==> config.mk <==
export PLATFORM = sky130hd
export DESIGN_NAME = ecg_notch_highpass_fir_chain
export DESIGN_NICKNAME = d
export VERILOG_FILES = /design/src/rtl/enhf_pkg.sv /design/src/rtl/ecg_notch_highpass_fir_chain.sv
export SDC_FILE = /design/constraint.sdc
export NUM_CORES = 2
export LEC_CHECK = 0
export ABC_AREA = 0
export BUFFER_PORTS_ARGS = -buffer_cell sky130_fd_sc_hd__buf_2
export CELL_PAD_IN_SITES_DETAIL_PLACEMENT = 1
export CELL_PAD_IN_SITES_GLOBAL_PLACEMENT = 1
export CORE_MARGIN = 2
export CORE_UTILIZATION = 48
export DETAILED_ROUTE_END_ITERATION = 8
export PLACE_DENSITY_LB_ADDON = 0.05
export SYNTH_ARGS = -nofsm -noshare
export SYNTH_HDL_FRONTEND = slang
export SYNTH_SLANG_ARGS = --single-unit
==> constraint.sdc <==
create_clock -name clock -period 19.57 [get_ports clock]
set_clock_uncertainty 0.05 [all_clocks]
set_input_delay 5.871 -clock clock [delete_from_list [all_inputs] [get_ports clock]]
set_output_delay 5.871 -clock clock [all_outputs]
set_load 0.05 [all_outputs]
==> src/rtl/enhf_pkg.sv <==
// ----------------------------------------------------------------------------
// enhf_pkg: ECG notch / high-pass / FIR chain definitions
// Widths, coefficient tables and the sequencer microprogram.
// ----------------------------------------------------------------------------
package enhf_pkg;

   localparam int SAMPLE_W  = 24;   // raw sample port width
   localparam int X0_W      = 20;   // notch input, sample >>> 4
   localparam int WIDE_W    = 32;   // notch output / DC blocker state
   localparam int TAP_W     = 16;   // FIR delay line word
   localparam int OUT_W     = 21;   // filtered result
   localparam int COEF_W    = 11;   // signed coefficient width
   localparam int PRE_W     = TAP_W + 1;
   localparam int ACC_W     = 40;   // modular accumulator, covers every extracted bit
   localparam int PROD_W    = COEF_W + WIDE_W;
   localparam int Y_LSB     = 8;    // all stages scale by >>> 8

   localparam int TAP_COUNT = 51;
   localparam int HALF_TAPS = (TAP_COUNT + 1) / 2;
   localparam int CENTER    = HALF_TAPS - 1;
   localparam int PTR_W     = $clog2(TAP_COUNT);
   localparam int K_W       = $clog2(HALF_TAPS + 1);
   localparam int KIDX_W    = $clog2(HALF_TAPS);

   localparam int STEPS     = 16;
   localparam int PC_W      = $clog2(STEPS);

   // low-pass half table, outermost tap first, center tap last
   localparam logic signed [COEF_W-1:0] LP_COEF [HALF_TAPS] = '{
      -11'sd4,  -11'sd4,  -11'sd3,  -11'sd2,   11'sd2,   11'sd6,   11'sd12,
       11'sd18,  11'sd21,  11'sd19,  11'sd11, -11'sd5,  -11'sd27, -11'sd52,
      -11'sd74, -11'sd85, -11'sd78, -11'sd47,  11'sd10,  11'sd92,  11'sd193,
       11'sd302, 11'sd408, 11'sd496, 11'sd554, 11'sd574
   };

   typedef enum logic [2:0] {
      SRC_X0,
      SRC_NIN0,
      SRC_NIN1,
      SRC_NOUT0,
      SRC_NOUT1,
      SRC_DC_OUT,
      SRC_TAPS
   } src_type;

   typedef enum logic [1:0] {
      COND_NONE,   // fall through to next step
      COND_REQ,    // hold until an input transfer
      COND_LOOP,   // repeat until last FIR pair issued
      COND_OUT     // hold until the result register is free
   } cond_type;

   typedef enum logic [2:0] {
      ACT_NONE,
      ACT_LOAD,    // capture sample
      ACT_NOTCH,   // retire notch output, shift notch history
      ACT_HP,      // DC blocker output, write delay line
      ACT_FIR,     // walk the delay line pointers
      ACT_EMIT     // load result register
   } act_type;

   typedef struct packed {
      logic                mac;
      logic                first;
      src_type             src;
      logic [COEF_W-1:0]   coef;
      cond_type            cond;
      act_type             act;
      logic [PC_W-1:0]     target;
   } uword_type;

   localparam logic [PC_W-1:0] STEP_IDLE  = PC_W'(0);
   localparam logic [PC_W-1:0] STEP_NOTCH = PC_W'(1);
   localparam logic [PC_W-1:0] STEP_DRAIN = PC_W'(13);

   function automatic uword_type mk_uw(logic mac, logic first, src_type src,
                                       logic signed [COEF_W-1:0] coef,
                                       cond_type cond, act_type act,
                                       logic [PC_W-1:0] target);
      uword_type w;
      w.mac    = mac;
      w.first  = first;
      w.src    = src;
      w.coef   = coef;
      w.cond   = cond;
      w.act    = act;
      w.target = target;
      return w;
   endfunction

   // MAC results pass the operand, product and accumulator registers before they can be read, hence the empty steps.
   localparam uword_type UCODE [STEPS] = '{
      mk_uw(1'b0, 1'b0, SRC_X0,     11'sd0,   COND_REQ,  ACT_LOAD,  STEP_NOTCH),
      mk_uw(1'b1, 1'b1, SRC_X0,     11'sd223, COND_NONE, ACT_NONE,  STEP_IDLE),
      mk_uw(1'b1, 1'b0, SRC_NIN0,  -11'sd361, COND_NONE, ACT_NONE,  STEP_IDLE),
      mk_uw(1'b1, 1'b0, SRC_NIN1,   11'sd223, COND_NONE, ACT_NONE,  STEP_IDLE),
      mk_uw(1'b1, 1'b0, SRC_NOUT0,  11'sd361, COND_NONE, ACT_NONE,  STEP_IDLE),
      mk_uw(1'b1, 1'b0, SRC_NOUT1, -11'sd190, COND_NONE, ACT_NONE,  STEP_IDLE),
      mk_uw(1'b0, 1'b0, SRC_X0,     11'sd0,   COND_NONE, ACT_NONE,  STEP_IDLE),
      mk_uw(1'b0, 1'b0, SRC_X0,     11'sd0,   COND_NONE, ACT_NONE,  STEP_IDLE),
      mk_uw(1'b1, 1'b1, SRC_DC_OUT, 11'sd254, COND_NONE, ACT_NOTCH, STEP_IDLE),
      mk_uw(1'b0, 1'b0, SRC_X0,     11'sd0,   COND_NONE, ACT_NONE,  STEP_IDLE),
      mk_uw(1'b0, 1'b0, SRC_X0,     11'sd0,   COND_NONE, ACT_NONE,  STEP_IDLE),
      mk_uw(1'b0, 1'b0, SRC_X0,     11'sd0,   COND_NONE, ACT_HP,    STEP_IDLE),
      mk_uw(1'b1, 1'b0, SRC_TAPS,   11'sd0,   COND_LOOP, ACT_FIR,   STEP_DRAIN),
      mk_uw(1'b0, 1'b0, SRC_X0,     11'sd0,   COND_NONE, ACT_NONE,  STEP_IDLE),
      mk_uw(1'b0, 1'b0, SRC_X0,     11'sd0,   COND_NONE, ACT_NONE,  STEP_IDLE),
      mk_uw(1'b0, 1'b0, SRC_X0,     11'sd0,   COND_OUT,  ACT_EMIT,  STEP_IDLE)
   };

endpackage

==> src/rtl/ecg_notch_highpass_fir_chain.sv <==
// ----------------------------------------------------------------------------
// ecg_notch_highpass_fir_chain: three-stage ECG filter
// Notch biquad, DC blocker and 51-tap symmetric low-pass FIR on one shared MAC.
// ----------------------------------------------------------------------------
// One signed sample in per req_ transfer, one filtered sample out per rsp_
// transfer, in order. Stage 1 is a Q8 notch biquad on the sample shifted
// right by 4; stage 2 a DC blocker with alpha 254/256; stage 3 a 51-tap
// symmetric Q12 FIR fed with the DC blocker output wrapped to 16 bits, its
// sum shifted right by 8. All shifts floor. Every filter store starts at zero
// after reset. A 16-step microprogram drives one multiplier and one
// accumulator, and the FIR step loops over the 26 half-table coefficients,
// one coefficient pair per cycle off a two-read-port delay line memory. The
// next sample can be taken in the cycle after the result is loaded, even
// while that result still waits for rsp_ready; on the output side the
// sequencer only stalls if a second result is ready before the first left.
// Bits of req_sample_in above SAMPLE_BITS are ignored (sign taken from bit
// SAMPLE_BITS-1).
module ecg_notch_highpass_fir_chain #(
   parameter int SAMPLE_BITS = 24
) (
   input  logic                          clock,
   input  logic                          reset,
   input  logic                          req_valid,
   output logic                          req_ready,
   input  logic [enhf_pkg::SAMPLE_W-1:0] req_sample_in,
   output logic                          rsp_valid,
   input  logic                          rsp_ready,
   output logic [enhf_pkg::OUT_W-1:0]    rsp_filtered_out
);

   localparam int PAD = enhf_pkg::SAMPLE_W - SAMPLE_BITS;
   localparam logic [enhf_pkg::PTR_W-1:0] LAST_PTR = enhf_pkg::PTR_W'(enhf_pkg::TAP_COUNT - 1);

   // ---- sequencer ----
   logic [enhf_pkg::PC_W-1:0]   pc_ff, pc_in;
   enhf_pkg::uword_type         uw;
   logic                        cond_met;

   // ---- filter state ----
   logic [enhf_pkg::X0_W-1:0]   x0_ff, x0_in;
   logic [enhf_pkg::X0_W-1:0]   nin0_ff, nin0_in, nin1_ff, nin1_in;
   logic [enhf_pkg::WIDE_W-1:0] nout0_ff, nout0_in, nout1_ff, nout1_in;
   logic [enhf_pkg::WIDE_W-1:0] dc_in_ff, dc_in_in, dc_out_ff, dc_out_in;
   logic [enhf_pkg::WIDE_W-1:0] y0_ff, y0_in;
   logic [enhf_pkg::WIDE_W-1:0] hp;
   logic [enhf_pkg::PTR_W-1:0]  head_ff, head_in;
   logic [enhf_pkg::K_W-1:0]    k_ff, k_in;
   logic [enhf_pkg::PTR_W-1:0]  ptr_a_ff, ptr_a_in, ptr_b_ff, ptr_b_in;
   logic                        rsp_valid_ff, rsp_valid_in;
   logic [enhf_pkg::OUT_W-1:0]  rsp_data_ff, rsp_data_in;

   // ---- delay line ----
   logic [enhf_pkg::TAP_W-1:0]  tap_mem [enhf_pkg::TAP_COUNT];
   logic [enhf_pkg::TAP_COUNT-1:0] tap_vld_ff;
   logic                        tap_wr;

   // ---- MAC pipeline: operand, multiply, accumulate ----
   logic                        issue, issue_first, issue_taps;
   logic signed [enhf_pkg::COEF_W-1:0] issue_coef;
   logic [enhf_pkg::WIDE_W-1:0] issue_opnd;
   logic                        s1_vld_ff, s1_first_ff, s1_taps_ff, s1_center_ff;
   logic signed [enhf_pkg::COEF_W-1:0] s1_coef_ff;
   logic [enhf_pkg::WIDE_W-1:0] s1_opnd_ff;
   logic [enhf_pkg::TAP_W-1:0]  rd_a_ff, rd_b_ff;
   logic signed [enhf_pkg::PRE_W-1:0]  pre_sum;
   logic signed [enhf_pkg::WIDE_W-1:0] mul_b;
   logic signed [enhf_pkg::PROD_W-1:0] prod_full;
   logic                        s2_vld_ff, s2_first_ff;
   logic [enhf_pkg::ACC_W-1:0]  prod_ff;
   logic [enhf_pkg::ACC_W-1:0]  acc_ff;

   logic [enhf_pkg::SAMPLE_W-1:0] samp_shl;
   logic signed [enhf_pkg::SAMPLE_W-1:0] samp;

   assign uw        = enhf_pkg::UCODE[pc_ff];
   assign req_ready = (uw.cond == enhf_pkg::COND_REQ);
   assign rsp_valid = rsp_valid_ff;
   assign rsp_filtered_out = rsp_data_ff;

   // sign-extend from SAMPLE_BITS
   assign samp_shl = req_sample_in << PAD;
   assign samp     = $signed(samp_shl) >>> PAD;

   // DC blocker: y0 - prev_in + floor(254*prev_out / 256); acc holds 254*prev_out
   assign hp = y0_ff - dc_in_ff + acc_ff[enhf_pkg::ACC_W-1 -: enhf_pkg::WIDE_W];

   always_comb begin
      case (uw.cond)
         enhf_pkg::COND_REQ:  cond_met = req_valid;
         enhf_pkg::COND_LOOP: cond_met = (k_ff == enhf_pkg::K_W'(enhf_pkg::CENTER));
         enhf_pkg::COND_OUT:  cond_met = !rsp_valid_ff || rsp_ready;
         default:             cond_met = 1'b1;
      endcase
   end

   // operand selection for the multiply
   always_comb begin
      case (uw.src)
         enhf_pkg::SRC_X0:     issue_opnd = enhf_pkg::WIDE_W'($signed(x0_ff));
         enhf_pkg::SRC_NIN0:   issue_opnd = enhf_pkg::WIDE_W'($signed(nin0_ff));
         enhf_pkg::SRC_NIN1:   issue_opnd = enhf_pkg::WIDE_W'($signed(nin1_ff));
         enhf_pkg::SRC_NOUT0:  issue_opnd = nout0_ff;
         enhf_pkg::SRC_NOUT1:  issue_opnd = nout1_ff;
         enhf_pkg::SRC_DC_OUT: issue_opnd = dc_out_ff;
         default:              issue_opnd = '0;
      endcase
   end

   assign issue       = uw.mac;
   assign issue_taps  = (uw.src == enhf_pkg::SRC_TAPS);
   assign issue_first = uw.first || (issue_taps && (k_ff == '0));
   assign issue_coef  = issue_taps ? enhf_pkg::LP_COEF[k_ff[enhf_pkg::KIDX_W-1:0]]
                                   : $signed(uw.coef);
   assign tap_wr      = (uw.act == enhf_pkg::ACT_HP);

   // sequencer next state and datapath register updates
   always_comb begin
      pc_in        = pc_ff;
      x0_in        = x0_ff;
      nin0_in      = nin0_ff;
      nin1_in      = nin1_ff;
      nout0_in     = nout0_ff;
      nout1_in     = nout1_ff;
      dc_in_in     = dc_in_ff;
      dc_out_in    = dc_out_ff;
      y0_in        = y0_ff;
      head_in      = head_ff;
      k_in         = k_ff;
      ptr_a_in     = ptr_a_ff;
      ptr_b_in     = ptr_b_ff;
      rsp_valid_in = rsp_valid_ff && !rsp_ready;
      rsp_data_in  = rsp_data_ff;

      if (uw.cond == enhf_pkg::COND_NONE) begin
         pc_in = pc_ff + 1'b1;
      end else if (cond_met) begin
         pc_in = uw.target;
      end

      unique case (uw.act)
         enhf_pkg::ACT_LOAD: begin
            if (cond_met) begin
               x0_in = samp[enhf_pkg::SAMPLE_W-1 -: enhf_pkg::X0_W];  // floor >>> 4
            end
         end
         enhf_pkg::ACT_NOTCH: begin
            y0_in    = acc_ff[enhf_pkg::ACC_W-1 -: enhf_pkg::WIDE_W];
            nin1_in  = nin0_ff;
            nin0_in  = x0_ff;
            nout1_in = nout0_ff;
            nout0_in = acc_ff[enhf_pkg::ACC_W-1 -: enhf_pkg::WIDE_W];
         end
         enhf_pkg::ACT_HP: begin
            dc_in_in  = y0_ff;
            dc_out_in = hp;
            // pair walk: a goes back from head, b forward from head+1
            k_in      = '0;
            ptr_a_in  = head_ff;
            ptr_b_in  = (head_ff == LAST_PTR) ? '0 : head_ff + 1'b1;
            head_in   = (head_ff == LAST_PTR) ? '0 : head_ff + 1'b1;
         end
         enhf_pkg::ACT_FIR: begin
            k_in     = k_ff + 1'b1;
            ptr_a_in = (ptr_a_ff == '0) ? LAST_PTR : ptr_a_ff - 1'b1;
            ptr_b_in = (ptr_b_ff == LAST_PTR) ? '0 : ptr_b_ff + 1'b1;
         end
         enhf_pkg::ACT_EMIT: begin
            if (cond_met) begin
               rsp_valid_in = 1'b1;
               rsp_data_in  = acc_ff[enhf_pkg::Y_LSB + enhf_pkg::OUT_W - 1 : enhf_pkg::Y_LSB];
            end
         end
         default: begin
         end
      endcase
   end

   always_ff @(posedge clock) begin
      if (reset) begin
         pc_ff        <= enhf_pkg::STEP_IDLE;
         nin0_ff      <= '0;
         nin1_ff      <= '0;
         nout0_ff     <= '0;
         nout1_ff     <= '0;
         dc_in_ff     <= '0;
         dc_out_ff    <= '0;
         head_ff      <= '0;
         rsp_valid_ff <= 1'b0;
      end else begin
         pc_ff        <= pc_in;
         nin0_ff      <= nin0_in;
         nin1_ff      <= nin1_in;
         nout0_ff     <= nout0_in;
         nout1_ff     <= nout1_in;
         dc_in_ff     <= dc_in_in;
         dc_out_ff    <= dc_out_in;
         head_ff      <= head_in;
         rsp_valid_ff <= rsp_valid_in;
      end
      x0_ff       <= x0_in;
      y0_ff       <= y0_in;
      k_ff        <= k_in;
      ptr_a_ff    <= ptr_a_in;
      ptr_b_ff    <= ptr_b_in;
      rsp_data_ff <= rsp_data_in;
   end

   // delay line: one write, two registered reads; unwritten entries read zero
   always_ff @(posedge clock) begin
      if (reset) begin
         tap_vld_ff <= '0;
      end else if (tap_wr) begin
         tap_vld_ff[head_ff] <= 1'b1;
      end
   end

   always_ff @(posedge clock) begin
      if (tap_wr) begin
         tap_mem[head_ff] <= hp[enhf_pkg::TAP_W-1:0];
      end
      rd_a_ff <= tap_vld_ff[ptr_a_ff] ? tap_mem[ptr_a_ff] : '0;
      rd_b_ff <= tap_vld_ff[ptr_b_ff] ? tap_mem[ptr_b_ff] : '0;
   end

   // multiply stage: symmetric pre-add for FIR pairs, center tap alone
   assign pre_sum = enhf_pkg::PRE_W'($signed(rd_a_ff))
                  + (s1_center_ff ? '0 : enhf_pkg::PRE_W'($signed(rd_b_ff)));
   assign mul_b     = s1_taps_ff ? enhf_pkg::WIDE_W'(pre_sum) : $signed(s1_opnd_ff);
   assign prod_full = enhf_pkg::PROD_W'(s1_coef_ff) * enhf_pkg::PROD_W'(mul_b);

   always_ff @(posedge clock) begin
      if (reset) begin
         s1_vld_ff <= 1'b0;
         s2_vld_ff <= 1'b0;
      end else begin
         s1_vld_ff <= issue;
         s2_vld_ff <= s1_vld_ff;
      end
      s1_first_ff  <= issue_first;
      s1_taps_ff   <= issue_taps;
      s1_center_ff <= (k_ff == enhf_pkg::K_W'(enhf_pkg::CENTER));
      s1_coef_ff   <= issue_coef;
      s1_opnd_ff   <= issue_opnd;
      s2_first_ff  <= s1_first_ff;
      prod_ff      <= prod_full[enhf_pkg::ACC_W-1:0];
      // accumulate modulo 2^ACC_W; no bit above ACC_W-1 is ever extracted
      if (s2_vld_ff) begin
         acc_ff <= (s2_first_ff ? '0 : acc_ff) + prod_ff;
      end
   end

endmodule
==> results_dict.tcl <==
set metrics [dict create \
    cts_tree "built" \
    fin_crit_sh_pct 49.52 \
    tightest_slew_ns 1.422 \
    powerDensity_mw_per_mm2 155.5 \
    die_area_mm2 0.1553 \
    async_flop_share_pct 0 \
    ctsLongestPathBuffers 3 \
    synth_largest_area_cell "edfxtp_1" \
    grt_max_degree 105 \
    drt_wl_total_um 224300 \
    fill_cells 15036 \
    syn_area_mm2 0.07304 \
    cp_max_fo 20 \
    cpMostUsedCell "fa_1" \
    hold_viol 0 \
    fp.dieH_um 394.1 \
    p_clk_share_pct 22.0 \
    rows 143 \
    syn_to_final_growth_pct 10.21 \
    htreeDepth 4 \
    grt_pass1_vias 50115 \
    ys_top_cells_by_area "edfxtp_1 (39%), mux4_2 (16%), dfxtp_1 (9.6%)" \
    setup_viol 0 \
    core_area_mm2 0.1515 \
    fin_nets 6160 \
    die_w_um 394.1 \
    synth_top_cells_by_count "edfxtp_1 (946), nand2_1 (681), mux4_2 (535)" \
    ys_seq_area_share_pct 48.51 \
    multiInputGateArea_mm2 0.03471 \
    r2r-end "prod_ff[39]" \
    synth_edf_count 946 \
    track_usage_pct 29.23 \
    swShare_pct 41.23 \
    rsz0062_at_grt "false" \
    insertion_delay_ns 0.80 \
    dr.pass1.iters 6 \
    p_comb_share_pct 49.4 \
    num_vias 46831 \
    place.port_buffers 46 \
    syn_nets 6208 \
    antenna_found_initial 7 \
    hold_slack_ns 0.2788 \
    cap_violations 0 \
    relSlewSlack_pct 4.718 \
    r2r_setup_slack_ns 9.88 \
    path_class "flop to flop" \
    cp-start-kind "flop" \
    io_pins 51 \
    register_area_mm2 0.03544 \
    drt_iter0_drc 3604 \
    overflow 0 \
    hold_depth 0 \
    cts.sinks 1297 \
    clock_tree.root_cell "clkbuf_16" \
    synth.most_common_cell "edfxtp_1" \
    vias_per_cell 6.028 \
    drc_errors 0 \
    syn-instance-count 5663 \
    hold_start "s1_first_ff" \
    crit_arrival_ns 10.30 \
    p_leak_nw 29.39 \
    ys.warnings.count 0 \
    fin_tns_setup_ns 0 \
    synthDominantCellAreaShare_pct 38.89 \
    cts_resized 0 \
    crit_path_top_delay_cell "o31ai_1" \
    crit_required_ns 20.18 \
    slew_violations 0 \
    post-cts-setup-buffers 0 \
    outcome "finished, final reports clean" \
    hold_end "s2_first_ff" \
    power.switching_w 0.005161 \
    wire_per_inst_um 28.87 \
    hpwl_um 148400 \
    internal_power_w 0.007356 \
    ys_ff_latch 1297 \
    max_freq_ghz 0.1032 \
    syn_area_per_cell_um2 12.90 \
    fin_crit_ns 9.691 \
    ctsHoldBuffers 0 \
    slowest_delay_ns 0.79 \
    timing.rr.start "s1_center_ff" \
    postLayoutSetupSlackWorst_ns 9.879 \
    place_ws_ns 9.898 \
    drive_gt1_share_pct 17.82 \
    ir_worst_vdd_uv 175.1 \
    cts.clk_slew.worst_paths_ns 0.07 \
    grt_pass1_wl_um 334800 \
    cts_made_buffers 145 \
    gp_congestion 0.8242 \
    end_kind "flop" \
    synth_ff_type "edfxtp_1" \
    ant_nets 0 \
    hold_class "flop to flop" \
    seqPwrFrac_pct 28.6 \
    rr_worst_depth 28 \
    floorplan.initialDensity_pct 48.20 \
    synth.distinct_cells 81 \
]
-- logic make-up (layout without fill, tap and decap cells) --
kind of cell | Yosys count | after routing | synth area share (%)
AOI/OAI and AO/OA | 794 | 794 | 6.842
other | 0 | 4 | 0
and+or+nand+nor | 1457 | 1457 | 8.769
adders and majority gates | 517 | 517 | 12.17
buffers and inverters | 864 | 936 | 4.647
xor gates and xnor gates | 120 | 120 | 1.458
muxes | 614 | 614 | 17.60
DFF | 1297 | 1297 | 48.51
-- critical path: cells and delay by family, from the launching register on --
family,cells,cell delay (ns)
xor+xnor,1,0.22
flops,1,0.64
fa+ha+maj,7,3.31
simple gates,9,2.78
buf+inv,2,0.09
compound gates,9,2.41
-- area by class of cell --
class,count,area share (%)
Antenna cell,4,0.01243
Timing Repair Buffer,151,1.369
Tap cell,2030,3.155
Inverter,518,2.418
Clock inverter,65,1.012
Clock buffer,202,4.897
Multi-Input combinational cell,3502,43.12
Sequential cell,1297,44.02
-- through the flow --
step	cells	instance area, µm²	power [W]	utilization (%)
finish	7769	80500	0.01252	53.12
global route	7765	80490	0.01346	53.11
CTS	7765	80490	0.01269	53.11
detailed placement	7498	75730	0.009899	49.97
global placement	7498	75730	0.009780	49.97
floorplan	5663	73040	0.007883	-
-- power by group through the flow --
| stage | Sequential [W] | Clock, W | Combinational, W |
|---|---|---|---|
| 2_1_floorplan | 0.00357 | 0 | 0.00431 |
| 3_3_place_gp | 0.00364 | 0 | 0.00614 |
| 3_5_place_dp | 0.00364 | 0 | 0.00626 |
| 4_1_cts | 0.00359 | 0.00280 | 0.00630 |
| 5_1_grt | 0.00358 | 0.00290 | 0.00698 |
| 6_report | 0.00358 | 0.00275 | 0.00619 |
-- cells in the final DEF, fill, tap and decap left out, drive strengths merged, types with 15 or more instances in the layout --
cell / netlist / routed
edfxtp: 946 / 946
nand2: 681 / 681
mux4: 535 / 535
inv: 516 / 524
nor2: 388 / 388
dfxtp: 351 / 351
a21oi: 325 / 325
fa: 322 / 322
clkbuf: 258 / 203
ha: 195 / 195
buf: 88 / 150
o21ai: 136 / 136
nor2b: 87 / 87
xnor2: 84 / 84
and2: 78 / 78
mux2i: 64 / 64
a21o: 62 / 62
clkinv: 2 / 47
nand3: 43 / 43
nor3: 38 / 38
a211o: 37 / 37
xor2: 35 / 35
or2: 27 / 27
o21a: 26 / 26
and3: 26 / 26
a221oi: 26 / 26
nand2b: 22 / 22
o21bai: 20 / 20
a22oi: 18 / 18
a211oi: 18 / 18
a31oi: 16 / 16
mux2: 15 / 15
-- flip-flops by register name (all words and copies together), names as in the netlist, 6 cells and up --
register          count
prod_ff              40
nin0_ff              20
tap_vld_ff           51
nout1_ff             32
rd_b_ff              16
x0_ff                20
s1_opnd_ff           32
ptr_b_ff              6
dc_out_ff            32
dc_in_ff             32
rsp_filtered_out     21
y0_ff                32
nin1_ff              20
s1_coef_ff           11
rd_a_ff              16
nout0_ff             32
head_ff               6
ptr_a_ff              6
tap_mem             816
acc_ff               40
-- worst max-delay path by stage --
stage	slack [ns]	cells after the start	from	endpoint
6_report	9.88	28	s1_center_ff	prod_ff[39]
5_1_grt	9.27	30	s1_center_ff	prod_ff[39]
4_1_cts	9.85	28	s1_center_ff	prod_ff[39]
3_5_place_dp	9.90	28	s1_center_ff	prod_ff[39]
3_3_place_gp	9.98	28	s1_center_ff	prod_ff[39]
2_1_floorplan	11.21	6	rsp_ready	x0_ff[0]
-- layer usage --
metal	up-vias	share of wire [%]	GRT usage, %
met1	24625	40	37.65
met5	-	0.018	0
li1	20426	-	-
met4	6	4.5	11.90
met2	1361	50	49.85
met3	413	5.2	4.092
(Power assumes the default switching activity.)
